## src/hdl/hhke_pkg.sv

```systemverilog
// Package for the HTTP header key extractor: character codes, result status codes,
// name table and the command/status structs between controller and datapath.
// No dependencies.
package hhke_pkg;

    localparam logic [7:0] CH_LF    = 8'h0A;
    localparam logic [7:0] CH_COLON = 8'h3A;
    localparam logic [7:0] CH_SPACE = 8'h20;
    localparam logic [7:0] CH_TAB   = 8'h09;
    localparam logic [7:0] CH_CR    = 8'h0D;
    localparam logic [7:0] CH_UPPER_A = 8'h41;
    localparam logic [7:0] CH_UPPER_Z = 8'h5A;
    localparam logic [7:0] CASE_OFFSET = 8'h20;

    localparam logic [4:0] NAME_LEN = 5'd17;

    localparam logic [1:0] STATUS_KEY       = 2'd0;
    localparam logic [1:0] STATUS_EMPTY     = 2'd1;
    localparam logic [1:0] STATUS_NOT_FOUND = 2'd2;

    typedef struct packed {
        logic name_en;
        logic name_open;
        logic value_en;
        logic value_lead;
        logic clear_line;
        logic rd_first;
        logic rd_issue;
        logic rd_next;
        logic set_empty;
        logic set_not_found;
    } dp_cmd_t;

    typedef struct packed {
        logic is_lf;
        logic is_colon;
        logic is_ws;
        logic name_hit;
        logic value_empty;
        logic out_last;
    } dp_sts_t;

    function automatic logic [7:0] target_char(input logic [4:0] idx);
        logic [7:0] c;
        unique case (idx)
            5'd0:    c = 8'h73; // s
            5'd1:    c = 8'h65; // e
            5'd2:    c = 8'h63; // c
            5'd3:    c = 8'h2D; // -
            5'd4:    c = 8'h77; // w
            5'd5:    c = 8'h65; // e
            5'd6:    c = 8'h62; // b
            5'd7:    c = 8'h73; // s
            5'd8:    c = 8'h6F; // o
            5'd9:    c = 8'h63; // c
            5'd10:   c = 8'h6B; // k
            5'd11:   c = 8'h65; // e
            5'd12:   c = 8'h74; // t
            5'd13:   c = 8'h2D; // -
            5'd14:   c = 8'h6B; // k
            5'd15:   c = 8'h65; // e
            5'd16:   c = 8'h79; // y
            default: c = 8'h00;
        endcase
        return c;
    endfunction

    function automatic logic is_space(input logic [7:0] c);
        return (c == CH_SPACE) || ((c >= CH_TAB) && (c <= CH_CR));
    endfunction

    function automatic logic [7:0] to_lower(input logic [7:0] c);
        return ((c >= CH_UPPER_A) && (c <= CH_UPPER_Z)) ? (c + CASE_OFFSET) : c;
    endfunction

endpackage

```

## src/hdl/hhke_datapath.sv

```systemverilog
// Datapath of the HTTP header key extractor: name matcher, value store,
// value counters and result registers. Depends on hhke_pkg.
module hhke_datapath #(
    parameter int KEY_MAX = 64
) (
    input  logic             clk,
    input  logic             rst_n,
    input  logic [7:0]       in_byte,
    input  hhke_pkg::dp_cmd_t cmd,
    output hhke_pkg::dp_sts_t sts,
    output logic [7:0]       key_byte,
    output logic [1:0]       status,
    output logic             truncated,
    output logic             last
);
    import hhke_pkg::*;

    localparam int AW = (KEY_MAX > 1) ? $clog2(KEY_MAX) : 1;
    localparam int CW = $clog2(KEY_MAX + 1);
    localparam logic [CW-1:0] KEY_MAX_C = CW'(KEY_MAX);

    logic [7:0]    value_store [KEY_MAX];
    logic [7:0]    rd_data_reg;

    logic [4:0]    match_cnt_reg, match_cnt_next;
    logic          mismatch_reg, mismatch_next;
    logic          trail_reg, trail_next;
    logic [CW-1:0] value_count_reg, value_count_next;
    logic [CW-1:0] trimmed_len_reg, trimmed_len_next;
    logic          overflow_reg, overflow_next;
    logic [1:0]    status_reg, status_next;
    logic [AW-1:0] rd_idx_reg, rd_idx_next;

    logic          ws;
    logic          value_take;
    logic          wr_en;
    logic          rd_last;

    assign ws         = is_space(in_byte);
    assign value_take = cmd.value_en && !(cmd.value_lead && ws);
    assign wr_en      = value_take && !cmd.clear_line && (value_count_reg < KEY_MAX_C);
    assign rd_last    = (CW'(rd_idx_reg) + CW'(1)) == trimmed_len_reg;

    assign sts.is_lf       = (in_byte == CH_LF);
    assign sts.is_colon    = (in_byte == CH_COLON);
    assign sts.is_ws       = ws;
    assign sts.name_hit    = !mismatch_reg && (match_cnt_reg == NAME_LEN);
    assign sts.value_empty = (trimmed_len_reg == '0);
    assign sts.out_last    = last;

    always_comb
    begin
        match_cnt_next   = match_cnt_reg;
        mismatch_next    = mismatch_reg;
        trail_next       = trail_reg;
        value_count_next = value_count_reg;
        trimmed_len_next = trimmed_len_reg;
        overflow_next    = overflow_reg;
        status_next      = status_reg;
        rd_idx_next      = rd_idx_reg;

        if (cmd.clear_line)
        begin
            match_cnt_next   = '0;
            mismatch_next    = 1'b0;
            trail_next       = 1'b0;
            value_count_next = '0;
            trimmed_len_next = '0;
            overflow_next    = 1'b0;
        end
        else if (cmd.name_en)
        begin
            if (in_byte == CH_COLON)
            begin
                value_count_next = '0;
                trimmed_len_next = '0;
                overflow_next    = 1'b0;
            end
            else if (ws)
            begin
                if (cmd.name_open)
                begin
                    trail_next = 1'b1;
                end
            end
            else if (trail_reg || (match_cnt_reg >= NAME_LEN) ||
                     (to_lower(in_byte) != target_char(match_cnt_reg)))
            begin
                mismatch_next = 1'b1;
            end
            else
            begin
                match_cnt_next = match_cnt_reg + 5'd1;
            end
        end
        else if (value_take)
        begin
            if (value_count_reg < KEY_MAX_C)
            begin
                if (!ws)
                begin
                    trimmed_len_next = value_count_reg + CW'(1);
                end
                value_count_next = value_count_reg + CW'(1);
            end
            else if (!ws)
            begin
                overflow_next = 1'b1;
            end
        end

        if (cmd.rd_first)
        begin
            status_next = STATUS_KEY;
            rd_idx_next = '0;
        end
        if (cmd.set_empty)
        begin
            status_next = STATUS_EMPTY;
        end
        if (cmd.set_not_found)
        begin
            status_next = STATUS_NOT_FOUND;
        end
        if (cmd.rd_next)
        begin
            rd_idx_next = rd_idx_reg + AW'(1);
        end
    end

    always_ff @(posedge clk or negedge rst_n)
    begin
        if (!rst_n)
        begin
            match_cnt_reg   <= '0;
            mismatch_reg    <= 1'b0;
            trail_reg       <= 1'b0;
            value_count_reg <= '0;
            trimmed_len_reg <= '0;
            overflow_reg    <= 1'b0;
            status_reg      <= STATUS_KEY;
            rd_idx_reg      <= '0;
        end
        else
        begin
            match_cnt_reg   <= match_cnt_next;
            mismatch_reg    <= mismatch_next;
            trail_reg       <= trail_next;
            value_count_reg <= value_count_next;
            trimmed_len_reg <= trimmed_len_next;
            overflow_reg    <= overflow_next;
            status_reg      <= status_next;
            rd_idx_reg      <= rd_idx_next;
        end
    end

    always_ff @(posedge clk)
    begin
        if (wr_en)
        begin
            value_store[value_count_reg[AW-1:0]] <= in_byte;
        end
        if (cmd.rd_issue)
        begin
            rd_data_reg <= value_store[rd_idx_reg];
        end
    end

    assign status    = status_reg;
    assign key_byte  = (status_reg == STATUS_KEY) ? rd_data_reg : 8'h00;
    assign truncated = (status_reg == STATUS_KEY) && overflow_reg;
    assign last      = (status_reg != STATUS_KEY) || rd_last;

endmodule

```

## src/hdl/hhke_controller.sv

```systemverilog
// Controller of the HTTP header key extractor: line parse phases, key run
// readout and handshakes. Depends on hhke_pkg.
module hhke_controller (
    input  logic             clk,
    input  logic             rst_n,
    input  logic             in_valid,
    output logic             in_ready,
    input  logic             in_last,
    output logic             out_valid,
    input  logic             out_ready,
    input  hhke_pkg::dp_sts_t sts,
    output hhke_pkg::dp_cmd_t cmd
);
    import hhke_pkg::*;

    localparam logic [2:0] S_NAME_LEAD  = 3'd0;
    localparam logic [2:0] S_NAME       = 3'd1;
    localparam logic [2:0] S_SKIP       = 3'd2;
    localparam logic [2:0] S_VALUE_LEAD = 3'd3;
    localparam logic [2:0] S_VALUE      = 3'd4;
    localparam logic [2:0] S_DONE       = 3'd5;
    localparam logic [2:0] S_EMIT       = 3'd6;
    localparam logic [2:0] S_OUT        = 3'd7;

    logic [2:0] state_reg, state_next;
    logic       eor_pend_reg, eor_pend_next;
    logic       rd_pend_reg, rd_pend_next;
    logic       accept;
    logic       in_value;
    logic [2:0] phase;

    assign in_ready  = (state_reg != S_EMIT) && (state_reg != S_OUT);
    assign out_valid = (state_reg == S_OUT) && !rd_pend_reg;
    assign accept    = in_valid && in_ready;
    assign in_value  = (state_reg == S_VALUE_LEAD) || (state_reg == S_VALUE);

    always_comb
    begin
        state_next    = state_reg;
        eor_pend_next = eor_pend_reg;
        rd_pend_next  = 1'b0;
        cmd           = '0;
        phase         = state_reg;

        unique case (state_reg) inside
            S_NAME_LEAD, S_NAME, S_SKIP, S_VALUE_LEAD, S_VALUE:
            begin
                if (accept)
                begin
                    if (sts.is_lf)
                    begin
                        if (in_value)
                        begin
                            state_next    = S_EMIT;
                            eor_pend_next = in_last;
                        end
                        else
                        begin
                            cmd.clear_line = 1'b1;
                            if (in_last)
                            begin
                                cmd.set_not_found = 1'b1;
                                state_next        = S_OUT;
                                eor_pend_next     = 1'b1;
                            end
                            else
                            begin
                                state_next = S_NAME_LEAD;
                            end
                        end
                    end
                    else
                    begin
                        if ((state_reg == S_NAME_LEAD) || (state_reg == S_NAME))
                        begin
                            cmd.name_en   = 1'b1;
                            cmd.name_open = (state_reg == S_NAME);
                            if (sts.is_colon)
                            begin
                                phase = sts.name_hit ? S_VALUE_LEAD : S_SKIP;
                            end
                            else if (!sts.is_ws)
                            begin
                                phase = S_NAME;
                            end
                        end
                        else if (in_value)
                        begin
                            cmd.value_en   = 1'b1;
                            cmd.value_lead = (state_reg == S_VALUE_LEAD);
                            if (!sts.is_ws)
                            begin
                                phase = S_VALUE;
                            end
                        end

                        if (in_last)
                        begin
                            eor_pend_next = 1'b1;
                            if ((phase == S_VALUE_LEAD) || (phase == S_VALUE))
                            begin
                                state_next = S_EMIT;
                            end
                            else
                            begin
                                cmd.clear_line    = 1'b1;
                                cmd.set_not_found = 1'b1;
                                state_next        = S_OUT;
                            end
                        end
                        else
                        begin
                            state_next = phase;
                        end
                    end
                end
            end
            S_DONE:
            begin
                if (accept && in_last)
                begin
                    cmd.clear_line = 1'b1;
                    state_next     = S_NAME_LEAD;
                end
            end
            S_EMIT:
            begin
                state_next = S_OUT;
                if (sts.value_empty)
                begin
                    cmd.set_empty = 1'b1;
                end
                else
                begin
                    cmd.rd_first = 1'b1;
                    rd_pend_next = 1'b1;
                end
            end
            S_OUT:
            begin
                if (rd_pend_reg)
                begin
                    cmd.rd_issue = 1'b1;
                end
                else if (out_ready)
                begin
                    if (sts.out_last)
                    begin
                        cmd.clear_line = 1'b1;
                        state_next     = eor_pend_reg ? S_NAME_LEAD : S_DONE;
                    end
                    else
                    begin
                        cmd.rd_next  = 1'b1;
                        rd_pend_next = 1'b1;
                    end
                end
            end
            default:
            begin
                state_next = S_NAME_LEAD;
            end
        endcase
    end

    always_ff @(posedge clk or negedge rst_n)
    begin
        if (!rst_n)
        begin
            state_reg    <= S_NAME_LEAD;
            eor_pend_reg <= 1'b0;
            rd_pend_reg  <= 1'b0;
        end
        else
        begin
            state_reg    <= state_next;
            eor_pend_reg <= eor_pend_next;
            rd_pend_reg  <= rd_pend_next;
        end
    end

endmodule

```

## src/hdl/http_header_key_extract.sv

```systemverilog
// Top level of the HTTP header key extractor: joins controller and datapath
// to the stream ports. Depends on hhke_pkg, hhke_controller, hhke_datapath.
//
// Usage: request bytes enter on the s_axis channel, one per transaction, with
// s_axis_tlast on the final byte of the request. Results leave on m_axis.
// For the first line whose name is sec-websocket-key (trimmed, any case) the
// trimmed value is sent as a run of key bytes with tuser status 0, tlast on
// the final byte and the truncated flag set when the value exceeded KEY_MAX
// bytes. A matching line with an all-whitespace value gives one status-1
// result; a request without a match gives one status-2 result at its end.
// Throughput: one request byte per cycle while parsing. A not-found result is
// valid the cycle after the final byte. A key run follows the EMIT state; each
// byte is read from the value store and registered before it is shown, and the
// next read is issued only once the previous byte has been taken.
// The input is held off (s_axis_tready low) from the line end until the last
// transaction of the run; a stalled receiver holds the current result.
// Reset puts the parser at the start of a line with no result pending.
module http_header_key_extract #(
    parameter int KEY_MAX = 64
) (
    input  logic       clk,
    input  logic       rst_n,
    input  logic       s_axis_tvalid,
    output logic       s_axis_tready,
    input  logic [7:0] s_axis_tdata,  // [7:0] request_byte
    input  logic       s_axis_tlast,
    output logic       m_axis_tvalid,
    input  logic       m_axis_tready,
    output logic [7:0] m_axis_tdata,  // [7:0] key_byte
    output logic [2:0] m_axis_tuser,  // [1:0] status, [2] truncated
    output logic       m_axis_tlast
);
    import hhke_pkg::*;

    dp_cmd_t    cmd;
    dp_sts_t    sts;
    logic [1:0] status;
    logic       truncated;

    hhke_controller u_ctrl (
        .clk       (clk),
        .rst_n     (rst_n),
        .in_valid  (s_axis_tvalid),
        .in_ready  (s_axis_tready),
        .in_last   (s_axis_tlast),
        .out_valid (m_axis_tvalid),
        .out_ready (m_axis_tready),
        .sts       (sts),
        .cmd       (cmd)
    );

    hhke_datapath #(
        .KEY_MAX (KEY_MAX)
    ) u_dp (
        .clk       (clk),
        .rst_n     (rst_n),
        .in_byte   (s_axis_tdata),
        .cmd       (cmd),
        .sts       (sts),
        .key_byte  (m_axis_tdata),
        .status    (status),
        .truncated (truncated),
        .last      (m_axis_tlast)
    );

    assign m_axis_tuser = {truncated, status};

`ifndef SYNTH
    a_no_overlap: assert property (@(posedge clk) disable iff (!rst_n)
        !(s_axis_tready && m_axis_tvalid))
        else $error("input accepted while a result is pending");

    a_status_last: assert property (@(posedge clk) disable iff (!rst_n)
        (m_axis_tvalid && (m_axis_tuser[1:0] != STATUS_KEY)) |-> m_axis_tlast)
        else $error("status result without tlast");

    a_run_end: assert property (@(posedge clk) disable iff (!rst_n)
        (m_axis_tvalid && m_axis_tready && m_axis_tlast) |=>
            (!m_axis_tvalid && s_axis_tready))
        else $error("output not released after final transaction");
`endif

endmodule
```

## config.mk

```make
export PLATFORM = sky130hd
export DESIGN_NAME = http_header_key_extract
export DESIGN_NICKNAME = d
export VERILOG_FILES = /design/src/hdl/hhke_pkg.sv /design/src/hdl/hhke_datapath.sv /design/src/hdl/hhke_controller.sv /design/src/hdl/http_header_key_extract.sv
export SDC_FILE = /design/constraint.sdc
export NUM_CORES = 1
export LEC_CHECK = 0
export BUFFER_PORTS_ARGS = -buffer_cell sky130_fd_sc_hd__buf_2
export CORE_MARGIN = 4
export CORE_UTILIZATION = 63
export CTS_CLUSTER_DIAMETER = 150
export DETAILED_ROUTE_END_ITERATION = 12
export PLACE_DENSITY = 0.8
export SYNTH_ARGS = -nofsm -noshare
export SYNTH_HDL_FRONTEND = slang
export SYNTH_SLANG_ARGS = --single-unit
```

## constraint.sdc

```tcl
create_clock -name clk -period 3.75 [get_ports clk]
set_input_delay 0.75 -clock clk [delete_from_list [all_inputs] [get_ports clk]]
set_output_delay 0.75 -clock clk [all_outputs]
set_load 0.02 [all_outputs]
```

* Word-level counts from Yosys, hierarchy flattened
Memories as Yosys holds them, arrays and structs flattened. A register that Yosys moved wholly into a read port is not among the register bits.
Index checks and enable logic that the tools add are counted.
** Operators by class
- $add $sub $neg :: 5
- $lt $le $gt $ge :: 6
- Eq/ne operators :: 28
- Multiplexer cells :: 98
- Reductions and logical operators :: 44
** Operators by type and width (number)
- two-way mux 7 bit :: 10
- two-way mux 3 bit :: 18
- two-way mux 8 bit :: 6
- two-way mux 1 bit :: 44
- two-way mux 5 bit :: 6
- AND reduction 4 bit :: 5
- equality test 8 x 6 -> 1 bit (second input constant) :: 2
- equality test 3 bit (second input constant) :: 5
- two-way mux 2 bit :: 7
- logical AND 1 bit :: 12
- two-way mux 6 bit :: 2
- one-hot mux 3 bit (4 select lines) :: 1
- nonzero test 2 bit :: 6
- equality test 3 x 2 -> 1 bit (second input constant) :: 3
- nonzero test 3 bit :: 3
- adder 8 x 6 -> 8 bit (second input constant) :: 1
- equality test 8 x 4 -> 1 bit (second input constant) :: 1
- greater-or-equal comparator 8 x 4 -> 1 bit (second input constant) :: 1
- greater-or-equal comparator 8 x 7 -> 1 bit (second input constant) :: 1
- <= comparator 8 x 4 -> 1 bit (second input constant) :: 1
- <= comparator 8 x 7 -> 1 bit (second input constant) :: 1
- two-way mux 4 bit :: 2
- inequality test 2 x 1 -> 1 bit (second input constant) :: 4
- inequality test 2 bit (second input constant) :: 4
- other kinds (24) :: 35
** Storage, ports and cells
- Bits in registers :: 35
- Memory bits (writable) :: 512
- Memory bits (read-only) :: 224
- Input bits :: 13
- Output and inout bits :: 14
- Logic and storage cells :: 194
- Memories kept :: 2
** Memories
- u_dp.value_store :: words 64, width 8, rd ports 1, clocked after Yosys merged registers in 1, write ports 1, RTL line hhke_datapath.sv:22 : logic [7:0] value_store [KEY_MAX];
- (no name shown) :: words 32, width 7, rd ports 1, clocked after Yosys merged registers in 0, write ports 0, RTL line hhke_pkg.sv:45 : unique case (idx)

* Depth between registers and ports, before layout
- Word-level depth :: 25
- Depth in mapped cells :: 10
- Mapped depth without buffers :: 9

* Modules after synthesis
Synthesis repeated with hierarchy kept, for this count alone.
** Unflattened totals
- Cell total of the unflattened synthesis :: 1415
- Area, all modules :: 23194.7 sq um
** Modules (own cells, without submodules)
- hhke_datapath :: times used 1, cells each 1329, area each 22579.2 sq um, sequential area each 16365.7 sq um
- hhke_controller :: times used 1, cells each 85, area each 608.1 sq um, sequential area each 125.1 sq um
- http_header_key_extract :: times used 1, cells each 1, area each 7.5 sq um, sequential area each 0.0 sq um

* Least setup slack after synthesis
OpenSTA, ideal clock, no wires.
- Path kind :: in2reg
- Start :: in s_axis_tdata[2]
- End :: mem u_dp.value_store[11][0], enable pin
- Setup time :: 0.282 ns
- Arrival :: 2.724 ns
- Required time :: 3.468 ns
- Path slack :: 0.744 ns
- Stages on the path :: 8
- Buffers on the path :: 2
- Cells stage by stage :: buf_6 -> or4b_2 -> a211oi_1 -> o41ai_1 -> and3b_1 -> buf_2 -> nand4b_1 -> nor2_1
** On the way
- Cells in the longest elaborated chain, start to end :: 21
- Elaborated cells between the ends (all ways) :: 33
- Those cells by class :: 2 x order compare; 5 x eq/ne; 17 x mux; 9 x reduce/logical
** RTL lines
- start, declared :: RTL line http_header_key_extract.sv:25 : input logic [7:0] s_axis_tdata,
- greater-or-equal comparator 8 x 4 -> 1 bit / <= comparator 8 x 4 -> 1 bit (equally long branches) :: RTL line hhke_pkg.sv:69 : return (c == CH_SPACE) || ((c >= CH_TAB) && (c <= CH_CR));
- logical AND 1 bit :: RTL line hhke_pkg.sv:69
- logical OR 1 bit :: RTL line hhke_pkg.sv:69
- two-way mux 3 bit (on tied branches) :: RTL line hhke_controller.sv:91, hhke_controller.sv:82
- two-way mux 3 bit (on tied branches) :: RTL line hhke_controller.sv:87, hhke_controller.sv:78
- two-way mux 3 bit :: RTL line hhke_controller.sv:74 : if ((state_reg == S_NAME_LEAD) || (state_reg == S_NAME))
- two-way mux 3 bit :: RTL line hhke_controller.sv:50 : if (sts.is_lf)
- two-way mux 3 bit :: RTL line hhke_controller.sv:48 : if (accept)
- (+4 left out)
- two-way mux 1 bit :: RTL line hhke_controller.sv:97 : if (in_last)
- two-way mux 1 bit :: RTL line hhke_controller.sv:50
- two-way mux 5 bit :: RTL line hhke_controller.sv:48
- one-hot mux 1 bit (3 select lines) :: RTL line hhke_controller.sv:45 : unique case (state_reg) inside
- zero test 1 bit :: RTL line hhke_datapath.sv:41 : assign wr_en = value_take && !cmd.clear_line && (value_count_reg < KEY_MAX_C);
- logical AND 1 bit (*) (2 in a row) :: RTL line hhke_datapath.sv:41
- two-way mux 1 bit (*) :: RTL line hhke_datapath.sv:159 : if (wr_en)
- two-way mux 1 bit (implied by the code) (*) :: RTL line hhke_datapath.sv:161 : value_store[value_count_reg[AW-1:0]] <= in_byte;
- end, declared :: RTL line hhke_datapath.sv:22
Mark *: on every way between the ends. The rest lies on a longest branch, timed or not. The select of a mux whose other input is x is not followed.

* Worst setup path in the final report
- Start :: reg u_dp.rd_idx_reg[0]
- End :: out m_axis_tlast
** On the way
- Cells in the longest elaborated chain, start to end :: 3
** RTL lines
- start, declared :: RTL line hhke_datapath.sv:32 : logic [AW-1:0] rd_idx_reg, rd_idx_next;
- start signal, assigned :: RTL line hhke_datapath.sv:153 : rd_idx_reg <= rd_idx_next;
- adder 6 x 1 -> 7 bit :: RTL line hhke_datapath.sv:42 : assign rd_last = (CW'(rd_idx_reg) + CW'(1)) == trimmed_len_reg;
- equality test 7 bit :: RTL line hhke_datapath.sv:42
- logical OR 1 bit :: RTL line hhke_datapath.sv:172 : assign last = (status_reg != STATUS_KEY) || rd_last;
- end, declared :: RTL line http_header_key_extract.sv:31 : output logic m_axis_tlast
No other way between the ends.

==> results.yml <==
timing:
  max_freq_mhz: 287
  fin_setup_tns_ns: 0
  slew_violations: 0
  finClkSkew_ns: 0.0259
  min_period_ns: 3.48
  finalHoldViolCount: 0
  layout_worst_path_cycle_share_pct: 92.8
  fin_ws_ns: 0.271
  setup_viol: 0
  slew_headroom_pct: 25.3
  worst_pin_slew_ns: 1.12
  whs_ns: 0.242
  rsz0062_at_grt: "no"
routing:
  antenna_left: 0
  viasPerCell: 6.89
  drc: 0
  drt-initial-drc-count: 1664
  drt_wl_total_um: 52500
  wl_per_cell_um: 30.5
  vias: 11800
  drtPass1Iterations: 5
grt:
  grt-ovfl-total: 0
  busiest_layer: "met2"
  grt_use_met1_pct: 40.3
  grt_max_degree: 129
  first_global_vias: 12000
  grt_pass1_wl_um: 79100
  globalRouteMet2Util_pct: 42.3
  antenna_found_initial: 6
  grtUsageMet3_pct: 6.41
  track_usage_pct: 27.5
clock_network:
  clock_path_buffers: 3
  cts_tree: "built"
  cts_root_buf: "clkbuf_16"
  clk_latency_ns: 0.59
  clk_pin_slew_ns: 0.06
  post_cts_buffers: 0
  cts_inserted_buffers: 53
  cts_max_level: 2
  clock_sinks: 555
placement:
  dp_hpwl_um: 30600
  dpl_worst_slack_ns: 0.0280
  io_buffers: 26
  placedCellCount: 1619
  place_congestion: 0.848
logic_synthesis:
  synth_top_area_cell: "edfxtp_1"
  synth_warnings: 0
  avgSynthCellArea_um2: 19.6
  yosys_most_used_dff: "edfxtp_1"
  syn_inst: 1165
  synth.distinct_cells: 78
  yosys-top-cells-count: "edfxtp_1, mux4_2, nor2_1, clkbuf_1, dfrtp_1"
  syn_area_um2: 22800
  ys_ff_latch: 555
  synthArstFlopShare_pct: 6.31
  synthTopCellsByArea: "edfxtp_1, mux4_2, dfrtp_1"
  synth_edf_count: 520
  yosys.area.top_type_share_pct: 68.4
  ys_seq_area_share_pct: 72.2
  synth_most_common_cell: "edfxtp_1"
  syn-num-nets: 1188
worst_setup_path:
  crit_required_ns: 3.00
  critical_path_arrival_ns: 2.73
  start_kind: "register"
  worstSetupPathType: "reg -> out"
  crit_fanout: 9
  r2r_slack_ns: 0.36
  end_kind: "primary output"
floorplan:
  die_x_um: 198
  row_count: 69
  core_area_um2: 35700
  fp.dieArea_um2: 39300
  ios: 27
  start_util_pct: 64.0
  die_h_um: 198
pwr:
  ir_drop_mv: 0.503
  power_leakage_nw: 7.99
  powerDensity_nw_per_um2: 664
final_layout:
  final_core_util_pct: 71.3
  stdcell_count: 1718
  drive_gt1_share_pct: 27.3
  nFillCells: 1992
  nets: 1236
  largest_reg_flops: 512
  synthToLayoutAreaGrowth_pct: 11.4
min_path:
  hp-class: "in -> async"
job:
  drv_cap: 0
status:
  outcome: "finished, final reports clean"
-- through the flow --
step | area, um2 | power [mW]
CTS | 25400 | 16.9
floorplan | 22800 | 10.0
global placement | 23600 | 11.2
finish | 25400 | 16.9
detailed placement | 23600 | 11.2
global route | 25400 | 17.5
-- cell type report --
cell class	instances	area [um2]	share of cell area, %
timing repair buffer	62	438	1.72
clock inverter	40	477	1.87
antenna	1	2.50	0.00984
sequential	555	16500	64.9
clock buffer	58	1390	5.46
multi-input combinational	525	5990	23.5
inverter	16	60.1	0.236
tap	461	577	2.27
-- where the power goes --
group          internal, mW  switching (mW)
clock network          3.42            2.29
logic                  1.86            2.15
registers              6.96           0.216
-- metal layers --
layer / up-vias / share of wire, % / wire (um)
met3: 121 / 9.7 / 5100
met2: 709 / 48 / 25400
met4: 8 / 3.3 / 1720
met5: - / 0.095 / 50
met1: 6119 / 39 / 20200
li1: 4888 / - / -
-- final timing paths --
kind                                           end                start  depth (start not counted)
max                                   m_axis_tlast   u_dp.rd_idx_reg[0]                          5
min                          u_dp.match_cnt_reg[1]                rst_n                          1
max reg2reg                u_dp.value_store[48][5]  u_ctrl.state_reg[0]                          7
min reg2reg                      u_dp.mismatch_reg    u_dp.mismatch_reg                          2
max in group asynchronous       u_dp.rd_idx_reg[0]                rst_n                          1
min in group clk           u_dp.value_store[31][5]      s_axis_tdata[5]                          1
-- timing repair --
action | in CTS | in global routing
gates resized for setup | 0 | 1
hold buffers | 0 | 0
endpoints found under the setup margin | 0 | 1
-- critical path, cell delays in order, from the launching register on --
cell,delay [ns]
dfrtp_4,0.57
ha_1,0.30
nor2b_1,0.16
o311a_1,0.36
o41ai_4,0.49
buf_2,0.25
-- cell families after synthesis --
kind of cell	Yosys count	share of synthesized area, %
XOR/XNOR	17	0.652
multiplexers	173	16.8
adder cells (fa/ha/maj)	10	0.548
AND/OR/NAND/NOR	236	5.41
buffers and inverters	85	1.59
flip-flops	555	72.2
AO/OA/AOI/OAI	89	2.71
-- cells in the final DEF, fill, tap and decap left out, drive strengths merged, types with 6 or more instances in the layout --
cell type	instances
nand2	22
nor4	7
nand3	21
ha	10
and2	15
xnor2	11
dfrtp	35
clkbuf	58
nor3	12
nand4	6
buf	62
nand3b	9
edfxtp	520
nor2	96
xor2	6
or3	8
bufinv	11
clkinv	24
inv	18
nor2b	7
o21ai	26
a21oi	18
mux4	169
Power figures use the tool's default switching activity.
